File: src/sv/tlbw_pkg.sv
// Shared types and constants for the translation buffer with two-level page walk.
// No dependencies; every other file imports this package.
package tlbw_pkg;

    localparam int ENTRIES = 64;
    localparam int SLOT_W  = (ENTRIES > 1) ? $clog2(ENTRIES) : 1;
    localparam int TAG_W   = 20;
    localparam int OFF_W   = 12;
    localparam int IDX_W   = 10;

    localparam int QDEPTH  = 2;
    localparam int QPTR_W  = (QDEPTH > 1) ? $clog2(QDEPTH) : 1;
    localparam int QCNT_W  = $clog2(QDEPTH + 1);

    typedef enum logic {
        KIND_REQ   = 1'b0,
        KIND_REPLY = 1'b1
    } t_kind;

    typedef enum logic [2:0] {
        ST_DONE   = 3'd0,
        ST_READ   = 3'd1,
        ST_NODIR  = 3'd2,
        ST_NOPAGE = 3'd3,
        ST_REJECT = 3'd4
    } t_status;

    typedef struct packed {
        t_kind       kind;
        logic [31:0] lin_addr;
        logic [31:0] read_data;
    } t_item;

    // queue head as seen by the back end
    typedef struct packed {
        logic  valid;
        t_item item;
    } t_head;

endpackage

File: src/sv/tlbw_front.sv
// Front end: accepts items, classifies them by kind and holds them in a short queue.
// Depends on tlbw_pkg.
module tlbw_front (
    input  logic                i_clk,
    input  logic                i_rst_n,
    input  logic                start,
    output logic                busy,
    input  logic                i_kind,
    input  logic [31:0]         i_lin_addr,
    input  logic [31:0]         i_read_data,
    input  logic                i_pop,
    output tlbw_pkg::t_head     o_head
);
    import tlbw_pkg::*;

    t_item             r_item [QDEPTH];
    logic [QPTR_W-1:0] r_wr_ptr, n_wr_ptr;
    logic [QPTR_W-1:0] r_rd_ptr, n_rd_ptr;
    logic [QCNT_W-1:0] r_count, n_count;
    logic              w_push;
    logic              w_pop;
    t_item             w_new;

    assign busy   = (r_count == QCNT_W'(QDEPTH));
    assign w_push = start && !busy;
    assign w_pop  = i_pop && (r_count != '0);

    always_comb begin
        w_new.kind      = i_kind ? KIND_REPLY : KIND_REQ;
        w_new.lin_addr  = i_lin_addr;
        w_new.read_data = i_read_data;
    end

    always_comb begin
        n_wr_ptr = r_wr_ptr;
        n_rd_ptr = r_rd_ptr;
        n_count  = r_count;
        if (w_push) begin
            n_wr_ptr = (r_wr_ptr == QPTR_W'(QDEPTH - 1)) ? '0 : r_wr_ptr + 1'b1;
        end
        if (w_pop) begin
            n_rd_ptr = (r_rd_ptr == QPTR_W'(QDEPTH - 1)) ? '0 : r_rd_ptr + 1'b1;
        end
        case ({w_push, w_pop})
            2'b10:   n_count = r_count + 1'b1;
            2'b01:   n_count = r_count - 1'b1;
            default: n_count = r_count;
        endcase
    end

    always_ff @(posedge i_clk) begin
        if (!i_rst_n) begin
            r_wr_ptr <= '0;
            r_rd_ptr <= '0;
            r_count  <= '0;
        end else begin
            r_wr_ptr <= n_wr_ptr;
            r_rd_ptr <= n_rd_ptr;
            r_count  <= n_count;
        end
    end

    always_ff @(posedge i_clk) begin
        if (w_push) begin
            r_item[r_wr_ptr] <= w_new;
        end
    end

    assign o_head.valid = (r_count != '0);
    assign o_head.item  = r_item[r_rd_ptr];

endmodule

File: src/sv/tlbw_back.sv
// Back end: buffer lookup, page walk sequencing, buffer fill and result register.
// Depends on tlbw_pkg.
module tlbw_back (
    input  logic                i_clk,
    input  logic                i_rst_n,
    input  tlbw_pkg::t_head     i_head,
    output logic                o_pop,
    input  logic [19:0]         i_dir_base,
    output logic                o_strobe,
    output logic [2:0]          o_status,
    output logic [31:0]         o_address,
    output logic                o_tlb_hit
);
    import tlbw_pkg::*;

    typedef enum logic [2:0] {
        B_IDLE = 3'b001,
        B_EVAL = 3'b010,
        B_HIT  = 3'b100
    } t_bstate;

    typedef enum logic [2:0] {
        PH_IDLE  = 3'b001,
        PH_DIR   = 3'b010,
        PH_TABLE = 3'b100
    } t_phase;

    t_bstate            r_state, n_state;
    t_phase             r_phase, n_phase;
    t_item              r_cur;
    logic [31:0]        r_pending, n_pending;
    logic [ENTRIES-1:0] r_valid;
    logic [TAG_W-1:0]   r_tag [ENTRIES];
    logic [TAG_W-1:0]   r_frame_mem [ENTRIES];
    logic [TAG_W-1:0]   r_frame_q;

    logic               r_strobe, n_strobe;
    t_status            r_status, n_status;
    logic [31:0]        r_address, n_address;
    logic               r_hit, n_hit;

    logic [ENTRIES-1:0] w_match;
    logic               w_any_hit;
    logic [SLOT_W-1:0]  w_hit_idx;
    logic [SLOT_W-1:0]  w_free_idx;
    logic               w_fill;
    logic               w_rd_en;

    // parallel tag compare; lowest matching slot wins
    always_comb begin
        w_hit_idx = '0;
        for (int i = 0; i < ENTRIES; i++) begin
            w_match[i] = r_valid[i] && (r_tag[i] == r_cur.lin_addr[31:OFF_W]);
        end
        for (int i = ENTRIES - 1; i >= 0; i--) begin
            if (w_match[i]) begin
                w_hit_idx = SLOT_W'(i);
            end
        end
        w_any_hit = |w_match;
    end

    // first free slot, slot 0 when the buffer is full
    always_comb begin
        w_free_idx = '0;
        for (int i = ENTRIES - 1; i >= 0; i--) begin
            if (!r_valid[i]) begin
                w_free_idx = SLOT_W'(i);
            end
        end
    end

    always_comb begin
        n_state   = r_state;
        n_phase   = r_phase;
        n_pending = r_pending;
        n_strobe  = 1'b0;
        n_status  = r_status;
        n_address = r_address;
        n_hit     = 1'b0;
        o_pop     = 1'b0;
        w_fill    = 1'b0;
        w_rd_en   = 1'b0;
        unique case (r_state)
            B_IDLE: begin
                if (i_head.valid) begin
                    o_pop   = 1'b1;
                    n_state = B_EVAL;
                end
            end
            B_EVAL: begin
                n_state  = B_IDLE;
                n_strobe = 1'b1;
                unique case (r_phase)
                    PH_DIR: begin
                        if (r_cur.kind == KIND_REQ) begin
                            n_status  = ST_REJECT;
                            n_address = '0;
                        end else if (!r_cur.read_data[0]) begin
                            n_status  = ST_NODIR;
                            n_address = r_pending;
                            n_phase   = PH_IDLE;
                        end else begin
                            n_status  = ST_READ;
                            n_address = {r_cur.read_data[31:OFF_W],
                                         r_pending[OFF_W+IDX_W-1:OFF_W], 2'b00};
                            n_phase   = PH_TABLE;
                        end
                    end
                    PH_TABLE: begin
                        if (r_cur.kind == KIND_REQ) begin
                            n_status  = ST_REJECT;
                            n_address = '0;
                        end else begin
                            n_phase = PH_IDLE;
                            if (!r_cur.read_data[0]) begin
                                n_status  = ST_NOPAGE;
                                n_address = r_pending;
                            end else begin
                                w_fill    = 1'b1;
                                n_status  = ST_DONE;
                                n_address = {r_cur.read_data[31:OFF_W],
                                             r_pending[OFF_W-1:0]};
                            end
                        end
                    end
                    default: begin
                        n_phase = PH_IDLE;
                        if (r_cur.kind == KIND_REPLY) begin
                            n_status  = ST_REJECT;
                            n_address = '0;
                        end else if (w_any_hit) begin
                            // fetch the frame from the frame store, answer from B_HIT
                            w_rd_en  = 1'b1;
                            n_strobe = 1'b0;
                            n_state  = B_HIT;
                        end else begin
                            n_status  = ST_READ;
                            n_address = {i_dir_base, r_cur.lin_addr[31:OFF_W+IDX_W], 2'b00};
                            n_pending = r_cur.lin_addr;
                            n_phase   = PH_DIR;
                        end
                    end
                endcase
            end
            B_HIT: begin
                n_strobe  = 1'b1;
                n_status  = ST_DONE;
                n_address = {r_frame_q, r_cur.lin_addr[OFF_W-1:0]};
                n_hit     = 1'b1;
                n_state   = B_IDLE;
            end
            default: begin
                n_state = B_IDLE;
            end
        endcase
    end

    always_ff @(posedge i_clk) begin
        if (!i_rst_n) begin
            r_state   <= B_IDLE;
            r_phase   <= PH_IDLE;
            r_pending <= '0;
            r_valid   <= '0;
            r_strobe  <= 1'b0;
        end else begin
            r_state   <= n_state;
            r_phase   <= n_phase;
            r_pending <= n_pending;
            r_strobe  <= n_strobe;
            if (w_fill) begin
                r_valid[w_free_idx] <= 1'b1;
            end
        end
    end

    always_ff @(posedge i_clk) begin
        r_status  <= n_status;
        r_address <= n_address;
        r_hit     <= n_hit;
        if (o_pop) begin
            r_cur <= i_head.item;
        end
        if (w_fill) begin
            r_tag[w_free_idx] <= r_pending[31:OFF_W];
        end
    end

    // frame store: one write port, one registered read port
    always_ff @(posedge i_clk) begin
        if (w_fill) begin
            r_frame_mem[w_free_idx] <= r_cur.read_data[31:OFF_W];
        end
        if (w_rd_en) begin
            r_frame_q <= r_frame_mem[w_hit_idx];
        end
    end

    assign o_strobe  = r_strobe;
    assign o_status  = r_status;
    assign o_address = r_address;
    assign o_tlb_hit = r_hit;

endmodule

File: src/sv/tlb_with_two_level_page_walk.sv
// Top level: directory base register, front end queue and back end walker.
// Depends on tlbw_pkg, tlbw_front and tlbw_back.
//
// An item is taken when start is high and busy is low; busy rises only when the
// two-entry queue between front and back end is full. The back end handles one
// item at a time and takes the next from the queue once the last is finished, a
// buffer hit taking one more state. A buffer hit gives its result after pop, tag
// compare and frame store read; every other item after pop and evaluation. Each
// result shows on o_strobe for a single cycle and cannot be held off, so the
// receiver must take it then. A miss answers with a memory read request; the
// memory reply is sent back in as an item of kind 1.
// Configuration writes are always ready and should be made only while idle.
module tlb_with_two_level_page_walk (
    input  logic        i_clk,
    input  logic        i_rst_n,
    input  logic        start,
    output logic        busy,
    input  logic        i_kind,
    input  logic [31:0] i_lin_addr,
    input  logic [31:0] i_read_data,
    input  logic        i_cfg_valid,
    output logic        o_cfg_ready,
    input  logic [19:0] i_cfg_data,
    output logic        o_strobe,
    output logic [2:0]  o_status,
    output logic [31:0] o_address,
    output logic        o_tlb_hit
);
    import tlbw_pkg::*;

    logic [19:0] r_dir_base;
    t_head       w_head;
    logic        w_pop;

    assign o_cfg_ready = 1'b1;

    always_ff @(posedge i_clk) begin
        if (!i_rst_n) begin
            r_dir_base <= '0;
        end else if (i_cfg_valid && o_cfg_ready) begin
            r_dir_base <= i_cfg_data;
        end
    end

    tlbw_front u_front (
        .i_clk       (i_clk),
        .i_rst_n     (i_rst_n),
        .start       (start),
        .busy        (busy),
        .i_kind      (i_kind),
        .i_lin_addr  (i_lin_addr),
        .i_read_data (i_read_data),
        .i_pop       (w_pop),
        .o_head      (w_head)
    );

    tlbw_back u_back (
        .i_clk      (i_clk),
        .i_rst_n    (i_rst_n),
        .i_head     (w_head),
        .o_pop      (w_pop),
        .i_dir_base (r_dir_base),
        .o_strobe   (o_strobe),
        .o_status   (o_status),
        .o_address  (o_address),
        .o_tlb_hit  (o_tlb_hit)
    );

endmodule

File: config.mk
export PLATFORM = sky130hd
export DESIGN_NAME = tlb_with_two_level_page_walk
export DESIGN_NICKNAME = d
export VERILOG_FILES = /design/src/sv/tlbw_pkg.sv /design/src/sv/tlbw_front.sv /design/src/sv/tlbw_back.sv /design/src/sv/tlb_with_two_level_page_walk.sv
export SDC_FILE = /design/constraint.sdc
export NUM_CORES = 2
export LEC_CHECK = 0
export ABC_AREA = 1
export BUFFER_PORTS_ARGS = -buffer_cell sky130_fd_sc_hd__buf_2
export CAP_MARGIN = 10
export CORE_ASPECT_RATIO = 1.75
export CORE_MARGIN = 2
export CORE_UTILIZATION = 47
export CTS_CLUSTER_DIAMETER = 40
export DETAILED_ROUTE_END_ITERATION = 8
export SLEW_MARGIN = 40
export SYNTH_ARGS = -nofsm -noshare
export SYNTH_HDL_FRONTEND = slang
export SYNTH_SLANG_ARGS = --single-unit
File: constraint.sdc
create_clock -name i_clk -period 8.1 [get_ports i_clk]
set_input_delay 2.43 -clock i_clk [delete_from_list [all_inputs] [get_ports i_clk]]
set_output_delay 2.43 -clock i_clk [all_outputs]
set_load 0.1 [all_outputs]
After elaboration in Yosys (flattened, before gate mapping). Memories as Yosys holds them, arrays and structs flattened. A register that Yosys moved wholly into a read port is not among the register bits. Cells that the tools add are included.

Add/sub/neg operators: 4. $lt $le $gt $ge: 2. Equal/unequal tests: 76. Mux-type cells: 180. Bitwise gates (word level): 4. Reduce and logical (&&, ||, !) cells: 76.

Operators with widths (count): $eq 20x20->1 (64); $mux 6 (128); $mux 32 (6); $pmux 32 s2 (2); $logic_and 1x1->1 (67); $or 64x64->64 (1); $reduce_or 64->1 (1); $mux 3 (12); $pmux 3 s2 (4); $mux 1 (22); $lt 6x7->1 const B (1); $demux 1 s6 (1); $eq 3x2->1 const B (2); $eq 3x3->1 const B (2); $ge 6x1->1 const B (1); $mux 2 (3); $ne 2x1->1 const B (3); $reduce_bool 2->1 (3); $ne 5x4->1 const B (1); $eq 2x2->1 const B (2); $pmux 2 s2 (1); $reduce_and 4->1 (1); $eq 3x1->1 const B (1); $not 1->1 (3); 9 further kinds (10).

Flip-flop bits (word level): 163. RAM bits: 2690. Output and inout bits: 39. Memories kept: 3.

Memory list: u_back.r_frame_mem (depth 64, bits a word 20, rd ports 1, clocked after memory_dff 1, wr ports 1, line tlbw_back.sv:34) `logic [TAG_W-1:0] r_frame_mem [ENTRIES];`; u_back.r_tag (depth 64, bits a word 20, rd ports 64, clocked after memory_dff 0, wr ports 1, line tlbw_back.sv:33) `logic [TAG_W-1:0] r_tag [ENTRIES];`; u_front.r_item (depth 2, bits a word 65, rd ports 1, clocked after memory_dff 1, wr ports 1, line tlbw_front.sv:16) `t_item r_item [QDEPTH];`.

Longest topological paths before layout.
Depth after elaboration: 69. Depth in mapped cells: 82.

Hierarchy. From an unflattened synthesis, not the netlist that was laid out.

Cell total of the unflattened synthesis: 9623. Area total of the unflattened synthesis: 122172.2 um2.

Modules (own cells, without submodules): tlbw_back (instances 1, cells an instance 9255, area each 116191.4 um2); tlbw_front (instances 1, cells an instance 240, area each 5138.7 um2); tlb_with_two_level_page_walk (instances 1, cells an instance 128, area each 842.1 um2).

Least setup slack after synthesis. Ideal clock, no wire load.

Path kind: reg-to-reg. Start point: register u_back.r_valid[62]. End point: memory u_back.r_frame_mem[11][0] (enable). Setup time: 0.438 ns. Data arrival time: 6.067 ns. Path slack: 1.595 ns. Stages on the path, launching flop included: 37. Period minus slack after synthesis: 6.505 ns. Path through: dfxtp_1 -> inv_1 -> o21ai_0 -> a21oi_1 -> o21ai_0 -> a21oi_1 -> o21ai_0 -> a21oi_1 -> o21ai_0 -> a21oi_1 -> o21ai_0 -> a21oi_1 -> o21ai_0 -> a21oi_1 -> o21ai_0 -> a21oi_1 -> o21ai_0 -> a21oi_1 -> o21ai_0 -> a21oi_1 -> o21ai_0 -> a21oi_1 -> o21ai_0 -> a21oi_1 -> o21ai_0 -> a21oi_1 -> o21ai_0 -> a21oi_1 -> o21ai_0 -> a21oi_1 -> o21ai_0 -> a21oi_1 -> o21ai_0 -> nand2_1 -> nor3_1 -> inv_1 -> nor2_1.

Longest elaborated chain between the ends: 63.

RTL lines: start: declaration (line tlbw_back.sv:32) `logic [ENTRIES-1:0] r_valid;`; start signal: assignment (line tlbw_back.sv:164) `r_valid <= '0;`; start signal: indexed assignment (line tlbw_back.sv:172) `r_valid[w_free_idx] <= 1'b1;`; $mux 6 (63 in a row) (line tlbw_back.sv:67) `if (!r_valid[i]) begin`; end: declaration (line tlbw_back.sv:34).

Every way passes these cells.

Final worst setup path.
Start point: register u_back.r_cur[49] (netlist name). End point: register u_back.r_frame_q[15], read port of u_back.r_frame_mem, data pin.

Longest elaborated chain between the ends: 66.

RTL lines: $eq 20x20->1 (line tlbw_back.sv:53) `w_match[i] = r_valid[i] && (r_tag[i] == r_cur.lin_addr[31:OFF_W]);`; $logic_and 1x1->1 (line tlbw_back.sv:53); $mux 6 (64 in a row) (line tlbw_back.sv:56) `if (w_match[i]) begin`; end: declaration (line tlbw_back.sv:35) `logic [TAG_W-1:0] r_frame_q;`.

Several ways; a longest one is shown, not always the timed one. A chain may end at the register's enable or synchronous reset.

==> impl_metrics.env <==
export IMPL_finalSetupViolCount=0
export IMPL_yosys_warnings=0
export IMPL_setup_tns_final_ns=0
export IMPL_path_clk_slew_ns=0.07
export IMPL_switchingPower_mw=13.8
export IMPL_worst_hold_path_type="flop to flop"
export IMPL_p_leak_nw=48.8
export IMPL_start_kind="flop"
export IMPL_numPortBuffers=115
export IMPL_use_met3=0.0559
export IMPL_worstMarginPinSlew_ns=0.944
export IMPL_grt_antenna_before_repair=17
export IMPL_synth_ff_type="edfxtp_1"
export IMPL_required_ns=8.72
export IMPL_cpMostUsedCell="nand2_1"
export IMPL_cts_buffers=286
export IMPL_rsz0062_at_grt="true"
export IMPL_crit_buf_inv=4
export IMPL_period_needed_ns=7.66
export IMPL_hold_ws_ns=0.486
export IMPL_cts_buffer_depth=4
export IMPL_drt_iter0_drc=12600
export IMPL_drive_gt1_frac=0.133
export IMPL_endpoint_kind="flop"
export IMPL_syn_area_mm2=0.120
export IMPL_grt_max_degree=159
export IMPL_antenna_left=0
export IMPL_die_area_mm2=0.260
export IMPL_peakVddDrop_mv=0.320
export IMPL_reg2regPathDepth=69
export IMPL_overflow=0
export IMPL_hold_violations=0
export IMPL_worstReg2RegStart="u_back.r_cur[49]$_DFFE_PP_"
export IMPL_fmax_mhz=131
export IMPL_grt_use_met1=0.389
export IMPL_wl_um=428000
export IMPL_ctsRootBufferMaster="clkbuf_16"
export IMPL_synthesis_nets=9769
export IMPL_dieWidth_um=387
export IMPL_drv_cap=0
export IMPL_grt_util_all_layers=0.318
export IMPL_dpl_worst_slack_ns=-0.157
export IMPL_htree_levels=5
export IMPL_postLayoutCoreUtil=0.544
export IMPL_clock_sinks=2905
export IMPL_core_mm2=0.255
export IMPL_p_int_mw=27.9
export IMPL_synthCells=9679
export IMPL_initial_utilization=0.473
export IMPL_cp_arrival_ns=8.28
export IMPL_hp_start="u_back.r_phase[1]$_SDFFE_PN0P_"
export IMPL_syn2layout_area_growth_pct=15.0
export IMPL_pwr_share_seq=0.444
export IMPL_skew_ns=0.0496
export IMPL_fin_ws_ns=0.445
export IMPL_clock_latency_ns=0.92
export IMPL_grt_pass1_wl_um=591000
export IMPL_die_h_um=674
export IMPL_routedWlPerCell_um=31.5
export IMPL_via_per_inst=6.35
export IMPL_slew_headroom=0.368
export IMPL_hold_end="u_back.r_phase[1]$_SDFFE_PN0P_"
export IMPL_hpwl_um=254000
export IMPL_reg2reg_to="u_back.r_frame_q[15]$_DFFE_PP_"
export IMPL_finalMaxSlewViolations=0
export IMPL_seq_area_frac_synth=0.714
export IMPL_synthArstFlopShare=0
export IMPL_nets=10100
export IMPL_swShare=0.331
export IMPL_cp_slowest_stage_delay_ns=0.43
export IMPL_setup_worst_path_class="flop to flop"
export IMPL_power_density_mw_per_mm2=301
export IMPL_cp_max_fo=25
export IMPL_pwr_share_comb=0.237
export IMPL_power_mw=41.7
export IMPL_fillCellCount=20900
export IMPL_drc=0
export IMPL_vias=86200
export IMPL_worstHoldPathCells=2
export IMPL_min_period_over_period=0.945
export IMPL_grt_pass1_vias=82600
export IMPL_gp_congestion=0.949
export IMPL_status="complete, no violations"
export IMPL_syn_avg_cell_area_um2=12.4
export IMPL_cpLargestDelayFamily="simple AND/OR/NAND/NOR gates"
export IMPL_yosys_cell_types_count=52
export IMPL_drt_first_pass_iters=6
export IMPL_synth_seq_cells=2905
export IMPL_placementRows=245
export IMPL_grt_busiest_layer="met2"
export IMPL_cp_slowest_cell="edfxtp_1"
export IMPL_boundaryPins=128
export IMPL_reg2reg_setup_slack_ns=0.44
export IMPL_clkPwrFrac=0.319
export IMPL_synth_edf_count=2777
export IMPL_grtUsageMet2=0.524
export IMPL_cts_tree="done"
## power by group through the flow
stage | clock network [mW] | logic (mW) | registers (mW)
CTS | 13.4 | 9.57 | 18.5
global route | 13.9 | 10.2 | 18.5
finish | 13.3 | 9.89 | 18.5
global placement | 0 | 9.32 | 18.8
floorplan | 0 | 4.17 | 19.1
detailed placement | 0 | 9.52 | 18.8
## worst reg2reg max path, delay by kind of cell (launching register included)
kind,cells,cell delay (ns)
AND/OR/NAND/NOR,63,5.55
buffers and inverters,4,0.99
flip-flops,1,0.43
AO/OA/AOI/OAI,2,0.40
## flip-flops by register name, summed over array words and instances, names as in the netlist
signal / cells
u_front.r_wr_ptr: 1
u_back.r_valid: 64
u_front.r_rd_ptr: 1
u_back.r_frame_q: 20
u_front.r_item: 108
u_back.o_strobe: 1
u_back.r_state: 3
u_back.r_frame_mem: 1280
u_back.o_status: 3
u_back.o_tlb_hit: 1
r_dir_base: 20
u_back.r_tag: 1280
u_back.r_pending: 32
u_back.o_address: 32
u_back.r_phase: 3
u_back.r_cur: 54
u_front.r_count: 2
## cell type report
| type | instances | area (µm²) | area share |
|---|---|---|---|
| Sequential cell | 2905 | 86000 | 0.621 |
| Multi-Input combinational cell | 5905 | 31300 | 0.226 |
| Clock buffer | 372 | 7890 | 0.0570 |
| Timing Repair Buffer | 680 | 6920 | 0.0500 |
| Tap cell | 3334 | 4170 | 0.0301 |
| Clock inverter | 141 | 1260 | 0.00912 |
| Inverter | 240 | 953 | 0.00688 |
| Antenna cell | 6 | 15.0 | 0.000108 |
## metrics by stage
step / cells / cell area [µm²]
2_1_floorplan: 9679 / 120000
3_3_place_gp: 13000 / 128000
3_5_place_dp: 13000 / 128000
4_1_cts: 13500 / 137000
5_1_grt: 13600 / 139000
6_report: 13600 / 139000
## worst max-delay path by stage
stage	slack, ns	start	to	cells after the start
floorplan	1.60	u_back.r_valid[62]$_SDFFE_PN0P_	u_back.r_frame_mem[11][0]$_DFFE_PP_	36
global placement	-0.39	u_back.r_cur[47]$_DFFE_PP_	u_back.r_frame_q[8]$_DFFE_PP_	79
detailed placement	-0.16	u_back.r_cur[47]$_DFFE_PP_	u_back.r_frame_q[1]$_DFFE_PP_	79
CTS	0.001	u_back.r_cur[55]$_DFFE_PP_	u_back.r_frame_q[1]$_DFFE_PP_	76
global route	-0.12	u_back.r_cur[52]$_DFFE_PP_	u_back.r_frame_q[14]$_DFFE_PP_	73
finish	0.44	u_back.r_cur[49]$_DFFE_PP_	u_back.r_frame_q[15]$_DFFE_PP_	69
## synthesized netlist by cell type, drive strengths merged (5+ instances only)
library cell,count,area share
edfxtp,2777,0.69
nand2,1898,0.059
nand3,1783,0.075
o21ai,414,0.017
buf,410,0.019
nor2,347,0.011
xor2,269,0.020
inv,237,0.0074
clkbuf,221,0.0069
o22ai,199,0.010
nor4,183,0.0095
a21oi,144,0.0060
xnor2,135,0.0098
dfxtp,128,0.021
a22o,99,0.0072
a211oi,75,0.0047
nand4,75,0.0039
a221oi,72,0.0052
o2111ai,41,0.0030
o21a,30,0.0019
a22oi,29,0.0018
nor3,23,0.00096
o211ai,19,0.0012
and3,10,0.00052
a221o,9,0.00075
o2111a,6,0.00056
or2,6,0.00031
a2111oi,5,0.00036
## cells in the final DEF (no fill, tap or decap), types with 99 or more instances in the layout
master        n
xnor2_1     135
a21oi_1     142
o22ai_1     199
nand3_1    1697
a22o_1       99
buf_4       386
dfxtp_1     107
inv_1       179
o21ai_0     398
xor2_1      269
edfxtp_1   2777
clkbuf_16   312
buf_12      127
nor4_1      179
nor2_1      303
buf_2       114
nand2_1    1855
## logic make-up (layout without fill, tap and decap cells)
| group | count (synthesis) | in the layout | synth area share |
|---|---|---|---|
| AO/OA/AOI/OAI | 1158 | 1158 | 0.0612 |
| other | 1 | 7 | 0.0000311 |
| buffers and inverters | 871 | 1433 | 0.0338 |
| AND/OR/NAND/NOR | 4339 | 4341 | 0.162 |
| XOR/XNOR | 404 | 404 | 0.0294 |
| adder cells (fa/ha/maj) | 1 | 1 | 0.000104 |
| flip-flops | 2905 | 2905 | 0.714 |
## layer usage
| layer | up-vias | wire (µm) | share of wire |
|---|---|---|---|
| met5 | - | 57 | 0.00013 |
| met4 | 8 | 30600 | 0.072 |
| met3 | 1301 | 45500 | 0.11 |
| met2 | 5648 | 203000 | 0.47 |
| met1 | 42900 | 149000 | 0.35 |
| li1 | 36300 | - | - |
## what timing repair did
action                     in CTS  in global routing
hold buffers                    0                  0
pin swaps                       0                 29
setup buffers                   2                 20
setup endpoints to repair      20                 20
gates resized for setup         1                149
gates cloned                    0                 15
(Power assumes the default switching activity.)
